==> config.mk <==
export PLATFORM = sky130hd
export DESIGN_NAME = rgb_to_hsv_pixel_top
export DESIGN_NICKNAME = d
export VERILOG_FILES = /design/src/rgbhsv_pkg.sv /design/src/rgbhsv_prep.sv /design/src/rgbhsv_div.sv /design/src/rgb_to_hsv_pixel_top.sv
export SDC_FILE = /design/constraint.sdc
export NUM_CORES = 1
export LEC_CHECK = 0
export ABC_AREA = 1
export BUFFER_PORTS_ARGS = -buffer_cell sky130_fd_sc_hd__buf_4
export CAP_MARGIN = 40
export CORE_MARGIN = 5
export CORE_UTILIZATION = 60
export DETAILED_ROUTE_END_ITERATION = 16
export HOLD_SLACK_MARGIN = 0.12
export PLACE_DENSITY = 0.84
export REMOVE_ABC_BUFFERS = 1
export SYNTH_ARGS = -nofsm -noshare
export SYNTH_HDL_FRONTEND = slang
export SYNTH_SLANG_ARGS = --single-unit
==> constraint.sdc <==
create_clock -name clk_i -period 18.6 [get_ports clk_i]
set_input_delay 2.79 -clock clk_i [delete_from_list [all_inputs] [get_ports clk_i]]
set_output_delay 2.79 -clock clk_i [all_outputs]
set_load 0.05 [all_outputs]
==> src/rgbhsv_pkg.sv <==
// rgbhsv_pkg: widths, constants and payload types of the RGBA to HSV converter.
// Used by rgbhsv_prep, rgbhsv_div and rgb_to_hsv_pixel_top. No dependencies.
`timescale 1ns / 1ps

package rgbhsv_pkg;

  // Component and hue scaling
  localparam int COMP_BITS     = 8;
  localparam int HUE_FRAC_BITS = 6;
  localparam int HUE_W         = 15;

  // Full-scale component value (the saturation numerator factor)
  localparam int COMP_MAX = (1 << COMP_BITS) - 1;

  // Hue angles in degrees scaled by 2^HUE_FRAC_BITS
  localparam int DEG60  = 60 << HUE_FRAC_BITS;
  localparam int DEG120 = 120 << HUE_FRAC_BITS;
  localparam int DEG240 = 240 << HUE_FRAC_BITS;
  localparam int DEG360 = 360 << HUE_FRAC_BITS;

  // Working width of the hue sum (holds DEG360 plus a sign-free margin)
  localparam int HUE_CALC_W = (HUE_FRAC_BITS + 10 > HUE_W) ? HUE_FRAC_BITS + 10 : HUE_W;

  // Quotient width: hue slope is at most DEG60, saturation at most COMP_MAX
  localparam int Q_W   = (HUE_FRAC_BITS + 6 > COMP_BITS) ? HUE_FRAC_BITS + 6 : COMP_BITS;
  localparam int NUM_W = COMP_BITS + Q_W;

  // Divider pipeline: DIV_STEP quotient bits per register stage
  localparam int DIV_STEP   = 2;
  localparam int DIV_STAGES = (Q_W + DIV_STEP - 1) / DIV_STEP;
  localparam int QP         = DIV_STAGES * DIV_STEP;
  localparam int DW         = COMP_BITS + QP;

  // Which component is the maximum (ties: red over green over blue)
  typedef enum logic [1:0] {
    SEC_RED,
    SEC_GREEN,
    SEC_BLUE
  } sector_e;

  typedef struct packed {
    logic [COMP_BITS-1:0] red;
    logic [COMP_BITS-1:0] green;
    logic [COMP_BITS-1:0] blue;
    logic [COMP_BITS-1:0] alpha;
  } pix_in_t;

  typedef struct packed {
    logic [HUE_W-1:0]     hue;
    logic [COMP_BITS-1:0] saturation;
    logic [COMP_BITS-1:0] brightness;
    logic [COMP_BITS-1:0] alpha_out;
    logic                 hue_undefined;
  } pix_out_t;

  // Per-pixel data that rides alongside the dividers
  typedef struct packed {
    logic [COMP_BITS-1:0] hi;
    logic [COMP_BITS-1:0] alpha;
    sector_e              sector;
    logic                 neg;
    logic                 undef;
  } side_t;

  // Front-end result: divider operands plus side data
  typedef struct packed {
    logic [NUM_W-1:0]     num_hue;
    logic [NUM_W-1:0]     num_sat;
    logic [COMP_BITS-1:0] delta;
    side_t                side;
  } prep_t;

endpackage

==> src/rgbhsv_prep.sv <==
// rgbhsv_prep: two register stages that find max/min/sector and form the
// hue and saturation dividends. Depends on rgbhsv_pkg.
`timescale 1ns / 1ps

module rgbhsv_prep import rgbhsv_pkg::*; (
  input  logic    clk_i,
  input  logic    rst_ni,
  input  logic    en_i,
  input  logic    valid_i,
  input  pix_in_t pix_i,
  output logic    valid_o,
  output prep_t   prep_o
);

  typedef struct packed {
    logic [COMP_BITS-1:0] hi;
    logic [COMP_BITS-1:0] delta;
    logic [COMP_BITS-1:0] dabs;
    logic                 neg;
    sector_e              sector;
    logic [COMP_BITS-1:0] alpha;
  } stage_a_t;

  stage_a_t a_d, a_q;
  logic     a_valid_q;
  prep_t    b_d, b_q;
  logic     b_valid_q;

  // Stage A: max, min, sector and signed component difference
  always_comb begin
    logic [COMP_BITS-1:0] r, g, b, lo, x, y;
    r = pix_i.red;
    g = pix_i.green;
    b = pix_i.blue;
    lo = (r < g) ? r : g;
    if (b < lo) lo = b;
    if (r >= g && r >= b) begin
      a_d.sector = SEC_RED;
      a_d.hi     = r;
      x          = g;
      y          = b;
    end else if (g >= b) begin
      a_d.sector = SEC_GREEN;
      a_d.hi     = g;
      x          = b;
      y          = r;
    end else begin
      a_d.sector = SEC_BLUE;
      a_d.hi     = b;
      x          = r;
      y          = g;
    end
    a_d.delta = a_d.hi - lo;
    a_d.neg   = (x < y);
    a_d.dabs  = (x < y) ? (y - x) : (x - y);
    a_d.alpha = pix_i.alpha;
  end

  // Stage B: constant scaling of the dividends
  always_comb begin
    b_d.num_hue      = NUM_W'(a_q.dabs) * NUM_W'(DEG60);
    b_d.num_sat      = NUM_W'(a_q.delta) * NUM_W'(COMP_MAX);
    b_d.delta        = a_q.delta;
    b_d.side.hi      = a_q.hi;
    b_d.side.alpha   = a_q.alpha;
    b_d.side.sector  = a_q.sector;
    b_d.side.neg     = a_q.neg;
    b_d.side.undef   = (a_q.delta == '0);
  end

  // Valid bits
  always_ff @(posedge clk_i or negedge rst_ni) begin
    if (!rst_ni) begin
      a_valid_q <= 1'b0;
      b_valid_q <= 1'b0;
    end else if (en_i) begin
      a_valid_q <= valid_i;
      b_valid_q <= a_valid_q;
    end
  end

  // Payload
  always_ff @(posedge clk_i) begin
    if (en_i) begin
      a_q <= a_d;
      b_q <= b_d;
    end
  end

  assign valid_o = b_valid_q;
  assign prep_o  = b_q;

endmodule

==> src/rgbhsv_div.sv <==
// rgbhsv_div: pipelined restoring divider, DIV_STEP quotient bits per stage.
// Requires num_i < den_i * 2^Q_W. Depends on rgbhsv_pkg.
`timescale 1ns / 1ps

module rgbhsv_div import rgbhsv_pkg::*; (
  input  logic                 clk_i,
  input  logic                 en_i,
  input  logic [NUM_W-1:0]     num_i,
  input  logic [COMP_BITS-1:0] den_i,
  output logic [Q_W-1:0]       quo_o
);

  logic [DW-1:0]        rem_q [DIV_STAGES-1];
  logic [COMP_BITS-1:0] den_q [DIV_STAGES-1];
  logic [QP-1:0]        quo_q [DIV_STAGES];

  for (genvar s = 0; s < DIV_STAGES; s++) begin : g_stage
    logic [DW-1:0]        rem_in, rem_d;
    logic [COMP_BITS-1:0] den_in;
    logic [QP-1:0]        quo_in, quo_d;

    if (s == 0) begin : g_first
      assign rem_in = DW'(num_i);
      assign den_in = den_i;
      assign quo_in = '0;
    end else begin : g_next
      assign rem_in = rem_q[s-1];
      assign den_in = den_q[s-1];
      assign quo_in = quo_q[s-1];
    end

    // Compare-subtract against the shifted divisor, MSB first
    always_comb begin
      logic [DW-1:0] trial;
      rem_d = rem_in;
      quo_d = quo_in;
      for (int k = 0; k < DIV_STEP; k++) begin
        trial = DW'(den_in) << (QP - 1 - s * DIV_STEP - k);
        if (rem_d >= trial) begin
          rem_d = rem_d - trial;
          quo_d = {quo_d[QP-2:0], 1'b1};
        end else begin
          quo_d = {quo_d[QP-2:0], 1'b0};
        end
      end
    end

    always_ff @(posedge clk_i) begin
      if (en_i) quo_q[s] <= quo_d;
    end

    if (s < DIV_STAGES - 1) begin : g_carry
      always_ff @(posedge clk_i) begin
        if (en_i) begin
          rem_q[s] <= rem_d;
          den_q[s] <= den_in;
        end
      end
    end
  end

  assign quo_o = quo_q[DIV_STAGES-1][Q_W-1:0];

endmodule

==> src/rgb_to_hsv_pixel_top.sv <==
// rgb_to_hsv_pixel_top: RGBA to HSV pixel converter, pipelined.
// Depends on rgbhsv_pkg, rgbhsv_prep and rgbhsv_div.
`timescale 1ns / 1ps
//
// Usage:
//   Input channel in_valid_i / in_stall_o / in_pix_i carries one RGBA pixel
//   per transfer; output channel out_valid_o / out_stall_i / out_pix_o carries
//   one HSV result (hue in degrees * 64, saturation, brightness, alpha, and a
//   flag for gray pixels) per transfer, in input order.
//   Throughput: one pixel per clock while in_stall_o is low. Each result
//   passes, after its input transfer, through two front stages, the
//   divider stages (two quotient bits each) and the output register.
//   Hue and saturation come from two divider pipelines run side by side.
//   When the receiver stalls, the pipeline keeps moving until one extra
//   result sits in a skid register; only then is in_stall_o raised, driven
//   by the skid valid bit, with no result lost or repeated.
//   Reset clears all valid bits: the block comes up empty, in_stall_o low.

module rgb_to_hsv_pixel_top import rgbhsv_pkg::*; (
  input  logic     clk_i,
  input  logic     rst_ni,
  input  logic     in_valid_i,
  output logic     in_stall_o,
  input  pix_in_t  in_pix_i,
  output logic     out_valid_o,
  input  logic     out_stall_i,
  output pix_out_t out_pix_o
);

  logic             en;
  logic             prep_valid;
  prep_t            prep;
  logic [Q_W-1:0]   quo_hue, quo_sat;
  logic             vld_q [DIV_STAGES];
  side_t            side_q [DIV_STAGES];
  pix_out_t         res;
  pix_out_t         out_q, skid_q;
  logic             out_valid_q, skid_valid_q;
  logic             out_free;

  // Whole pipeline advances unless the skid register is occupied
  assign en         = !skid_valid_q;
  assign in_stall_o = skid_valid_q;
  assign out_free   = !out_valid_q || !out_stall_i;

  rgbhsv_prep u_prep (
    .clk_i   (clk_i),
    .rst_ni  (rst_ni),
    .en_i    (en),
    .valid_i (in_valid_i),
    .pix_i   (in_pix_i),
    .valid_o (prep_valid),
    .prep_o  (prep)
  );

  rgbhsv_div u_div_hue (
    .clk_i (clk_i),
    .en_i  (en),
    .num_i (prep.num_hue),
    .den_i (prep.delta),
    .quo_o (quo_hue)
  );

  rgbhsv_div u_div_sat (
    .clk_i (clk_i),
    .en_i  (en),
    .num_i (prep.num_sat),
    .den_i (prep.side.hi),
    .quo_o (quo_sat)
  );

  // Valid and side data line matching the divider depth
  always_ff @(posedge clk_i or negedge rst_ni) begin
    if (!rst_ni) begin
      for (int i = 0; i < DIV_STAGES; i++) vld_q[i] <= 1'b0;
    end else if (en) begin
      vld_q[0] <= prep_valid;
      for (int i = 1; i < DIV_STAGES; i++) vld_q[i] <= vld_q[i-1];
    end
  end

  always_ff @(posedge clk_i) begin
    if (en) begin
      side_q[0] <= prep.side;
      for (int i = 1; i < DIV_STAGES; i++) side_q[i] <= side_q[i-1];
    end
  end

  // Sector offset plus or minus the slope, wrapped into one full turn
  always_comb begin
    side_t                 sd;
    logic [HUE_CALC_W-1:0] q, hue_full;
    sd = side_q[DIV_STAGES-1];
    q  = HUE_CALC_W'(quo_hue);
    case (sd.sector)
      SEC_RED:   hue_full = sd.neg ? HUE_CALC_W'(DEG360) - q : q;
      SEC_GREEN: hue_full = sd.neg ? HUE_CALC_W'(DEG120) - q : HUE_CALC_W'(DEG120) + q;
      SEC_BLUE:  hue_full = sd.neg ? HUE_CALC_W'(DEG240) - q : HUE_CALC_W'(DEG240) + q;
      default:   hue_full = '0;
    endcase
    res.hue           = sd.undef ? '0 : HUE_W'(hue_full);
    res.saturation    = sd.undef ? '0 : quo_sat[COMP_BITS-1:0];
    res.brightness    = sd.hi;
    res.alpha_out     = sd.alpha;
    res.hue_undefined = sd.undef;
  end

  // Output register with one-entry skid
  always_ff @(posedge clk_i or negedge rst_ni) begin
    if (!rst_ni) begin
      out_valid_q  <= 1'b0;
      skid_valid_q <= 1'b0;
    end else if (skid_valid_q) begin
      if (out_free) begin
        out_valid_q  <= 1'b1;
        skid_valid_q <= 1'b0;
      end
    end else if (vld_q[DIV_STAGES-1]) begin
      if (out_free) out_valid_q <= 1'b1;
      else          skid_valid_q <= 1'b1;
    end else if (out_free) begin
      out_valid_q <= 1'b0;
    end
  end

  always_ff @(posedge clk_i) begin
    if (skid_valid_q) begin
      if (out_free) out_q <= skid_q;
    end else if (vld_q[DIV_STAGES-1]) begin
      if (out_free) out_q  <= res;
      else          skid_q <= res;
    end
  end

  assign out_valid_o = out_valid_q;
  assign out_pix_o   = out_q;

`ifndef SYNTH
  // Skid entry only exists behind a held output
  a_skid_behind_out: assert property (@(posedge clk_i) disable iff (!rst_ni)
    skid_valid_q |-> out_valid_q)
    else $error("skid register full while output register empty");

  // Skid fills only when the receiver stalled
  a_skid_on_stall: assert property (@(posedge clk_i) disable iff (!rst_ni)
    $rose(skid_valid_q) |-> $past(out_stall_i))
    else $error("skid register filled without an output stall");

  // Hue stays below a full turn
  a_hue_range: assert property (@(posedge clk_i) disable iff (!rst_ni)
    out_valid_q |-> (HUE_CALC_W'(out_q.hue) < HUE_CALC_W'(DEG360)))
    else $error("hue out of range");

  // Gray pixel reports zero hue and saturation
  a_gray_zero: assert property (@(posedge clk_i) disable iff (!rst_ni)
    (out_valid_q && out_q.hue_undefined) |-> (out_q.hue == '0 && out_q.saturation == '0))
    else $error("gray pixel with nonzero hue or saturation");

  // Colored pixel always has nonzero saturation
  a_color_sat: assert property (@(posedge clk_i) disable iff (!rst_ni)
    (out_valid_q && !out_q.hue_undefined) |-> (out_q.saturation != '0))
    else $error("colored pixel with zero saturation");
`endif

endmodule
; ---- Yosys cells after proc, flatten, opt, wreduce, memory -nomap -nowiden
; Memories as Yosys holds them, arrays and structs flattened.
; Index checks and enable logic that the tools add are counted.
; Widths: inputs -> output; s select.
[word_totals]
ff_bits = 181
mem_bits_rw = 544
input_bits = 36
output_inout_bits = 42
word_cells = 191
n_memories = 7
[memory_table]
columns = name, words, width, rd, rd_ports_with_merged_regs, wr, line
row1 = side_q, 6, 20, 6, 0, 6, rgb_to_hsv_pixel_top.sv:35  ; side_t side_q [DIV_STAGES];
row2 = u_div_hue.rem_q, 5, 20, 5, 0, 5, rgbhsv_div.sv:13  ; logic [DW-1:0] rem_q [DIV_STAGES-1];
row3 = u_div_sat.rem_q, 5, 20, 5, 0, 5, rgbhsv_div.sv:13
row4 = u_div_hue.quo_q, 6, 12, 6, 0, 6, rgbhsv_div.sv:15  ; logic [QP-1:0] quo_q [DIV_STAGES];
row5 = u_div_sat.quo_q, 6, 12, 6, 0, 6, rgbhsv_div.sv:15
row6 = u_div_hue.den_q, 5, 8, 5, 0, 5, rgbhsv_div.sv:14  ; logic [COMP_BITS-1:0] den_q [DIV_STAGES-1];
row7 = +1 memories, -, -, -, -, -, -
[op_classes]
add_sub_neg = 30
mul = 2
magnitude_cmp = 30
n_eq_ne = 2
n_mux = 74
n_bitwise = 2
reduce_logical = 10
[ops]
columns = operator, n
row1 = $mux 20, 22
row2 = $mux 40, 4
row3 = $mux 8, 10
row4 = $mux 15, 4
row5 = $pmux 15 s3, 1
row6 = $ge 20x10->1, 2
row7 = $ge 20x11->1, 2
row8 = $ge 20x12->1, 2
row9 = $ge 20x13->1, 2
row10 = $ge 20x14->1, 2
row11 = $ge 20x15->1, 2
row12 = $ge 20x16->1, 2
row13 = $ge 20x17->1, 2
row14 = $ge 20x18->1, 2
row15 = $ge 20x8->1, 2
row16 = $ge 20x9->1, 2
row17 = $sub 20x10->20, 2
row18 = $sub 20x11->20, 2
row19 = $sub 20x12->20, 2
row20 = $sub 20x13->20, 2
row21 = $sub 20x14->20, 2
row22 = $sub 20x15->20, 2
row23 = $sub 20x16->20, 2
row24 = $sub 20x17->20, 2
row25 = other kinds (30), 71

; ---- Longest topological paths before layout
; Gate-level depths: netlist of the first run.
; An unclocked memory read counts as a cell.
[depth]
depth_word = 8
depth_mapped = 34

; ---- By module
; From an unflattened synthesis of the first run, not the netlist that was laid out.
[unflattened]
hier_cells = 4473
hier_area_um2 = 41614.9
[by_module_without_submodules]
columns = mod, instances, cells_each, area_per_inst_um2, seq_area_each_um2
row1 = rgbhsv_div at u_div_hue, 1, 1625, 13301.5, 5465.2
row2 = rgbhsv_div at u_div_sat, 1, 1594, 13161.4, 5465.2
row3 = rgb_to_hsv_pixel_top, 1, 536, 7722.4, 6206.0
row4 = rgbhsv_prep, 1, 718, 7429.6, 2752.6

; ---- Least setup slack after synthesis of the first run
; Ideal clock, no wire load.
[synth_path]
kind = reg-to-reg
start = register skid_valid_q, in the netlist in_stall_o
end = memory side_q[0][0] (netlist name) (enable)
setup_time_ns = 1.029
arrival_time_ns = 13.993
t_required_ns = 17.571
path_slack_ns = 3.578
path_stages_with_launch = 4
period_less_slack_ns = 15.022
path_cell_list = dfrtp_1 -> clkbuf_1 -> clkinv_1 -> clkbuf_1
[synth_rtl]
columns = item, line
row1 = "start, declared", rgb_to_hsv_pixel_top.sv:38  ; logic out_valid_q, skid_valid_q;
row2 = "start signal, assigned", rgb_to_hsv_pixel_top.sv:112  ; skid_valid_q <= 1'b0;
row3 = "start signal, assigned", rgb_to_hsv_pixel_top.sv:116  ; skid_valid_q <= 1'b0;
row4 = "start signal, assigned", rgb_to_hsv_pixel_top.sv:120  ; else skid_valid_q <= 1'b1;
row5 = "end, declared", rgb_to_hsv_pixel_top.sv:35

==> results of run 1 <==
==> cell usage after synthesis (7+ instances only) <==
master    count
nand2_1     988
inv_1       564
edfxtp_1    559
ha_1        304
nor2_1      299
nand3_1     230
a21oi_1     229
o21ai_0     196
xor2_1      108
xnor2_1      78
nand4_1      75
fa_1         65
nor3_1       52
clkbuf_1     32
o21ai_1      31
nand2_2      22
a21o_1       18
o221ai_1     17
o211ai_1     16
nand3_2      14
o21bai_1     14
nand3b_1     13
nor2_2       13
or2_2        13
a31oi_1      11
buf_2        10
dfrtp_1      10
inv_2        10
nor4_1        9
nor2_4        8
buf_6         7
o21a_1        7
o21ai_2       7
o22ai_1       7
==> critical path, cell delays in order <==
cell and delay (ps):
buf_4 130, inv_1 70, ha_1 310, inv_1 60
nor2_1 30, o21ai_0 130, nand2_1 80, nand2_1 60
o2111ai_1 110, nand2_1 680, nand2_1 690, inv_1 400
nand2_1 80, o221ai_1 170, inv_1 160, fa_1 470
nor2_1 120, nor3_1 70, o21ai_1 200, a21oi_1 110
o21bai_2 370, mux2i_1 290, inv_1 70, nand2_1 60
nand2_1 40
==> layout make-up <==
class                   count  area, µm²
clock inverters            36      411.6
well taps                 837       1047
multi-input cells        2916      17860
repair buffers             90      724.4
fillers                  4736      20860
flip-flops and latches    569      17040
clock buffers              74       1572
inverters                 583       2207
==> worst max-delay path by stage <==
stage	start	to	slack [ps]
2_1_floorplan	in_stall_o	side_q[0][0]	3680
3_3_place_gp	in_pix_i[9]	u_prep.a_q[18]	10740
3_5_place_dp	in_pix_i[9]	u_prep.a_q[18]	10670
4_1_cts	in_pix_i[9]	u_prep.a_q[18]	11350
5_1_grt	in_pix_i[22]	u_prep.a_q[13]	10820
6_report	in_pix_i[9]	u_prep.a_q[18]	11220
==> sequential cells by signal (all words and copies together) (netlist names) <==
signal and count:
u_prep.prep_o 55, u_prep.a_valid_q 1, side_q 115, skid_q 40
vld_q 6, u_div_hue.rem_q 72, out_valid_o 1, u_div_sat.rem_q 95
u_div_sat.quo_q 20, u_div_hue.den_q 40, out_pix_o 40, u_prep.valid_o 1
u_prep.a_q 35, u_div_sat.den_q 5, u_div_hue.quo_q 42, in_stall_o 1
==> kinds of logic after synthesis <==
kind of cell,count (synthesis),synth area share [%]
AND/OR/NAND/NOR,1769,20.73
AO/OA/AOI/OAI,589,8.909
adder cells (fa/ha/maj),369,13.66
XOR/XNOR,186,4.361
buffers and inverters,636,6.655
flip-flops,569,45.60
multiplexers,3,0.08373
==> per-stage QoR <==
step	hold WS, ps	instance area (µm²)	std cells	setup slack (ps)
finish	414.2	40860	5105	11220
global route	409.8	40860	5105	10820
CTS	410.2	40860	5105	11350
detailed placement	404.5	38870	4995	10670
global placement	400.4	38800	4990	10740
floorplan	400.3	37070	4068	3682
==> per-layer routing <==
metal / GRT usage, % / wire [µm]
met3: 3.278 / 3650
met1: 29.27 / 33130
met5: 0 / 0
met2: 40.45 / 38560
met4: 6.532 / 1998
==> placed cells by master, fill, tap and decap left out, drive strengths merged, types with 11 or more instances in the layout <==
| cell type | instances |
|---|---|
| a21o | 18 |
| a21oi | 237 |
| a31oi | 11 |
| buf | 88 |
| clkbuf | 74 |
| clkinv | 21 |
| edfxtp | 559 |
| fa | 65 |
| ha | 304 |
| inv | 587 |
| nand2 | 1016 |
| nand3 | 249 |
| nand3b | 16 |
| nand4 | 75 |
| nor2 | 322 |
| nor3 | 52 |
| o211ai | 16 |
| o21ai | 234 |
| o21bai | 15 |
| o221ai | 17 |
| or2 | 15 |
| xnor2 | 78 |
| xor2 | 108 |
==> impl_results.md, run 1 <==
* Post-synthesis sequential area ratio at 45.60%
* Antenna cells at 0
* DRT Pass-1 Iters at 9
* Worst-Skew Late Latency at 640 ps
* Pins over their slew limit at 0
* Final-report setup violation count at 0
* Post-Syn Area at 0.03736 mm²
* Hold buffer count at cts at 0
* Min-Delay Path Class: reg2reg
* Core Util, Final at 66.20%
* Cts repair resizes at 0
* Slew margin rel. at 33.03%
* Yosys warns at 0
* FF-to-FF path depth at 23
* HP Start: side_q[0][6]
* Outcome: finished, final reports clean
* Setup Skew at 22.24 ps
* Area leader, netlist: edfxtp_1
* Syn_area_per_cell at 9.066 µm²
* Via density at 5.475
* GRT Util Overall at 22.78%
* Initial core utilization at 60.54%
* RR Startpoint: u_div_hue.den_q[0][17]
* Clock Tree Buf Depth at 3
* Fmax at 135.5 MHz
* Die ar. at 0.06736 mm²
* Hold Path End: side_q[1][6]
* Synth Flop Type: edfxtp_1
* DP Wirelength at 58570 µm
* R2R Path End: u_div_hue.rem_q[0][74]
* Final hold viol count at 0
* Final wirelength at 77330 µm
* NumNets Final at 4623
* Core area at 0.06171 mm²
* Hold Crit Depth at 0
* GRT Residual Overflow at 0
* CP startpoint kind: input pin
* Critical Path Sink Type: register
* I/O pins at 78
* Synth area leaders: edfxtp_1, ha_1, nand2_1, inv_1, fa_1
* Post-synth top area share at 44.93%
* Post-synth EDFFs at 559
* Post-Syn Instances at 4121
* Critical path arrival at 7760 ps
* Vias in the first global route at 27111
* Die width at 259.5 µm
* RSZ-0062 raised after global routing: false
* TritonCTS clock tree: built
* R2R setup slack at 13750 ps
* Post-route ant nets at 0
* Initial antenna violation count at 0
* Initial DRC count at 2193
* Detailed-route via count at 27951
* GP Congestion at 0.9112
* Final period demand of the worst path at 7378 ps
* Max H-tree Level at 2
* Async SR Flop Fraction at 1.757%
* Port Buffers at 77
* Wire per inst at 15.15 µm
* Crit-path max FO at 26
* Share of layout cells above drive strength 1 at 7.216%
* Worst-Margin Slew at 1005 ps
* Clk slew on worst S/H paths at 60 ps
* Root buffer cell: clkbuf_16
* Synth Register Bits at 569
* P&R area growth vs syn at 9.357%
* Rows at 91
* Crit share post-route at 39.66%
* Critical Path RT at 18980 ps
* DRC at 0
* Largest net degree at the start of global routing at 183
* Critical path type: in2reg
* First-pass GRT wire length at 128700 µm
* Max-Cap Viols at 0
* Die height at 259.5 µm
* Setup TNS at 0 ps
* Distinct cells, synth at 63
* CTS sink count at 569
* Post-CTS setup buffers at 0
* Total CTS buffers at 58
Power of run 1 is left out: the tool's default activity adds up to more than one toggle a clock period on the data nets, which glitch-free logic cannot reach.
==> run 2, diff against run 1 <==
--- a/config.mk
+++ b/config.mk
@@ -5,14 +5,14 @@
 export SDC_FILE = /design/constraint.sdc
 export NUM_CORES = 1
 export LEC_CHECK = 0
-export ABC_AREA = 1
+export ABC_AREA = 0
 export BUFFER_PORTS_ARGS = -buffer_cell sky130_fd_sc_hd__buf_4
 export CAP_MARGIN = 40
 export CORE_MARGIN = 5
-export CORE_UTILIZATION = 60
+export CORE_UTILIZATION = 58
 export DETAILED_ROUTE_END_ITERATION = 16
 export HOLD_SLACK_MARGIN = 0.12
-export PLACE_DENSITY = 0.84
+export PLACE_DENSITY = 0.85
 export REMOVE_ABC_BUFFERS = 1
 export SYNTH_ARGS = -nofsm -noshare
 export SYNTH_HDL_FRONTEND = slang
==> constraint.sdc (replaced) <==
create_clock -name clk_i -period 6.7 [get_ports clk_i]
set_input_delay 1.005 -clock clk_i [delete_from_list [all_inputs] [get_ports clk_i]]
set_output_delay 1.005 -clock clk_i [all_outputs]
set_load 0.05 [all_outputs]
==> run 2 against run 1 <==
- critical path depth is 6 lower
- largest cell class unchanged
- sequential share of layout area up 0.97 points
- wire length decreased by 3.6%
==> impl_results.md, run 2 <==
* Slew margin rel. at 38.39% (was 33.03%)
* Clock Tree Buf Depth at 3 (unchanged)
* Detailed-route via count at 25257 (was 27951)
* Crit-path cells: inv_1 > ha_1 > nor2b_1 > o31ai_1 > buf_4 > a21oi_1 > or3_1 > nor2_1 > a21oi_1 > ha_1 > nor2b_1 > o21a_1 > o21ai_0 > a21oi_1 > o311a_1 > nor4_1 > a21boi_0 > or3b_1 > xnor2_1
* First-pass GRT wire length at 122300 µm (was 128700 µm)
* DP Wirelength at 53070 µm (was 58570 µm)
* Final hold viol count at 0 (unchanged)
* Port Buffers at 77 (unchanged)
* Share of layout cells above drive strength 1 at 10.12% (was 7.216%)
* Initial antenna violation count at 1 (was 0)
* Largest net degree at the start of global routing at 179 (was 183)
* WHS at 184.9 ps (was 414.2 ps)
* Die width at 260.0 µm (was 259.5 µm)
* Critical Path RT at 7080 ps (was 18980 ps)
* Worst-Margin Slew at 924.1 ps (was 1005 ps)
* Crit share post-route at 84.71%
* Post-Syn Instances at 3295 (was 4121)
* Yosys warns at 0 (unchanged)
* CP max-delay cell: a21oi_1 (was nand2_1)
* Fmax at 176.2 MHz
* Buf/Inv on CP at 2 (was 6)
* CTS sink count at 569 (unchanged)
* Post-synth EDFFs at 559 (unchanged)
* Initial core utilization at 58.65% (was 60.54%)
* Max-Cap Viols at 0 (unchanged)
* Wire per inst at 17.41 µm (was 15.15 µm)
* Max H-tree Level at 2 (unchanged)
* Synth Register Bits at 569 (unchanged)
* Syn_area_per_cell at 11.01 µm² (was 9.066 µm²)
* Via density at 5.894 (was 5.475)
* Final wirelength at 74580 µm (was 77330 µm)
* Pins over their slew limit at 0 (unchanged)
* Crit path top cell by count: a21oi_1 (was nand2_1)
* GRT Residual Overflow at 0 (unchanged)
* Post-synth top area share at 46.29% (was 44.93%)
* Distinct cells, synth at 94 (was 63)
* Core Util, Final at 64.58% (was 66.20%)
* Outcome: finished, final reports clean (unchanged)
* Post-route ant nets at 0 (unchanged)
* Post-CTS setup buffers at 0 (unchanged)
* Die height at 260.0 µm (was 259.5 µm)
* CP top delay family: compound AO/OA/AOI/OAI gates (was simple AND/OR/NAND/NOR gates)
* GRT Util Overall at 21.64% (was 22.78%)
* Commonest non-fill, non-tap cell in the layout: edfxtp_1 (was nand2_1)
* P&R area growth vs syn at 10.10% (was 9.357%)
* Total CTS buffers at 60 (was 58)
* Initial DRC count at 1755 (was 2193)
* NumNets Final at 3802 (was 4623)
* RSZ-0062 raised after global routing: false (unchanged)
* DRT Pass-1 Iters at 5 (was 9)
* Crit-path max FO at 13 (was 26)
* Min-Delay Path Class: in2async (was reg2reg)
* I/O pins at 78 (unchanged)
* Commonest cells after routing, fill and taps aside: edfxtp_1, ha_1, inv_1 (was nand2_1, inv_1, edfxtp_1)
* Worst-Skew Late Latency at 640 ps (about the same)
* Most numerous cell in the Yosys netlist: edfxtp_1 (was nand2_1)
* Vias in the first global route at 25347 (was 27111)
* Core area at 0.06183 mm² (was 0.06171 mm²)
* Clk slew on worst S/H paths at 60 ps (about the same)
* Async SR Flop Fraction at 1.757% (unchanged)
* Final-report setup violation count at 0 (unchanged)
* Final period demand of the worst path at 5676 ps
* FF-to-FF path depth at 19 (was 23)
* DRC at 0 (unchanged)
* Area leader, netlist: edfxtp_1 (unchanged)
* CP startpoint kind: register (was input pin)
* TritonCTS clock tree: built (unchanged)
* Max reg flops at 115 (unchanged)
* Rows at 91 (unchanged)
* Synth Flop Type: edfxtp_1 (unchanged)
* Post-synthesis sequential area ratio at 46.98% (was 45.60%)
* Die ar. at 0.06762 mm² (was 0.06736 mm²)
* Most flops, register: side_q (unchanged)
* R2R setup slack at 1020 ps (was 13750 ps)
* Post-Syn Area at 0.03626 mm² (was 0.03736 mm²)
* Critical path's largest stage delay at 630 ps (was 690 ps)
* Cts repair resizes at 0 (unchanged)
* Critical path type: reg2reg (was in2reg)
* GP Congestion at 0.8717 (was 0.9112)
* Critical Path Sink Type: register (unchanged)
* Setup TNS at 0 ps (unchanged)
* Synth area leaders: edfxtp_1, ha_1, fa_1, mux2_2, xnor2_1 (was edfxtp_1, ha_1, nand2_1, inv_1, fa_1)
* Hold buffer count at cts at 0 (unchanged)
* Critical path arrival at 6060 ps (was 7760 ps)
* Crit path depth at 19 (was 25)
* Root buffer cell: clkbuf_16 (unchanged)
* Largest regs: side_q x115, u_div_sat.rem_q x95, u_div_hue.rem_q x72 (unchanged)
* Commonest cells in the netlist: edfxtp_1, ha_1, inv_1 (was nand2_1, inv_1, edfxtp_1)
* Setup Skew at 37.36 ps (was 22.24 ps)
==> run 2: worst register-to-register path, cell delays in order, from the launching register on <==
cell and delay [ps]:
edfxtp_1 350, inv_1 140, ha_1 330, nor2b_1 170
o31ai_1 80, buf_4 150, a21oi_1 630, or3_1 490
nor2_1 80, a21oi_1 380, ha_1 350, nor2b_1 160
o21a_1 200, o21ai_0 230, a21oi_1 150, o311a_1 350
nor4_1 270, a21boi_0 380, or3b_1 400, xnor2_1 130
==> run 2: per-stage QoR <==
step / instance area (µm²) / setup WS [ps] / cells
final: 39920 / 1024 / 4285
after global routing: 39920 / 479.6 / 4284
after CTS: 39920 / 1077 / 4284
after detailed placement: 37880 / 590.5 / 4172
after global placement: 37820 / 592.6 / 4169
after floorplan: 35980 / -5502 / 3233
==> run 2: metal layers <==
layer,up-vias,wire length [µm],track usage (%)
met3,207,3449,2.893
met1,12035,29840,25.49
met5,-,0,0
met2,683,38250,40.02
li1,12332,-,-
met4,0,3039,8.587
==> run 2: worst paths after layout <==
check                                 startpoint                     end
max in group asynchronous                 rst_ni              in_stall_o
min reg2reg                u_div_hue.quo_q[4][3]   u_div_hue.quo_q[5][5]
min in group clk_i         u_div_hue.quo_q[4][3]   u_div_hue.quo_q[5][5]
min                                       rst_ni                vld_q[2]
max reg2reg                        side_q[3][13]  u_div_sat.rem_q[0][99]
max                                side_q[3][13]  u_div_sat.rem_q[0][99]
==> run 2: layout make-up <==
class | count | area, µm²
well taps | 837 | 1047
clock inverters | 45 | 515.5
clock buffers | 67 | 1528
multi-input cells | 2372 | 17880
fillers | 4423 | 21900
diodes | 1 | 2.502
repair buffers | 102 | 814.5
flip-flops and latches | 569 | 17040
inverters | 292 | 1104
==> run 2: cells by family (layout without fill, tap and decap cells) <==
| logic type | count (synthesis) | count (layout) | share of synthesized area (%) |
|---|---|---|---|
| AOI/OAI and AO/OA | 757 | 757 | 13.23 |
| xor gates and xnor gates | 189 | 189 | 4.565 |
| adders and majority gates | 370 | 370 | 14.11 |
| buffers and inverters | 354 | 506 | 3.802 |
| DFF | 569 | 569 | 46.98 |
| muxes | 167 | 167 | 5.034 |
| other | 0 | 1 | 0 |
| and+or+nand+nor | 889 | 889 | 12.28 |
Power of run 2 is left out for the same reason.
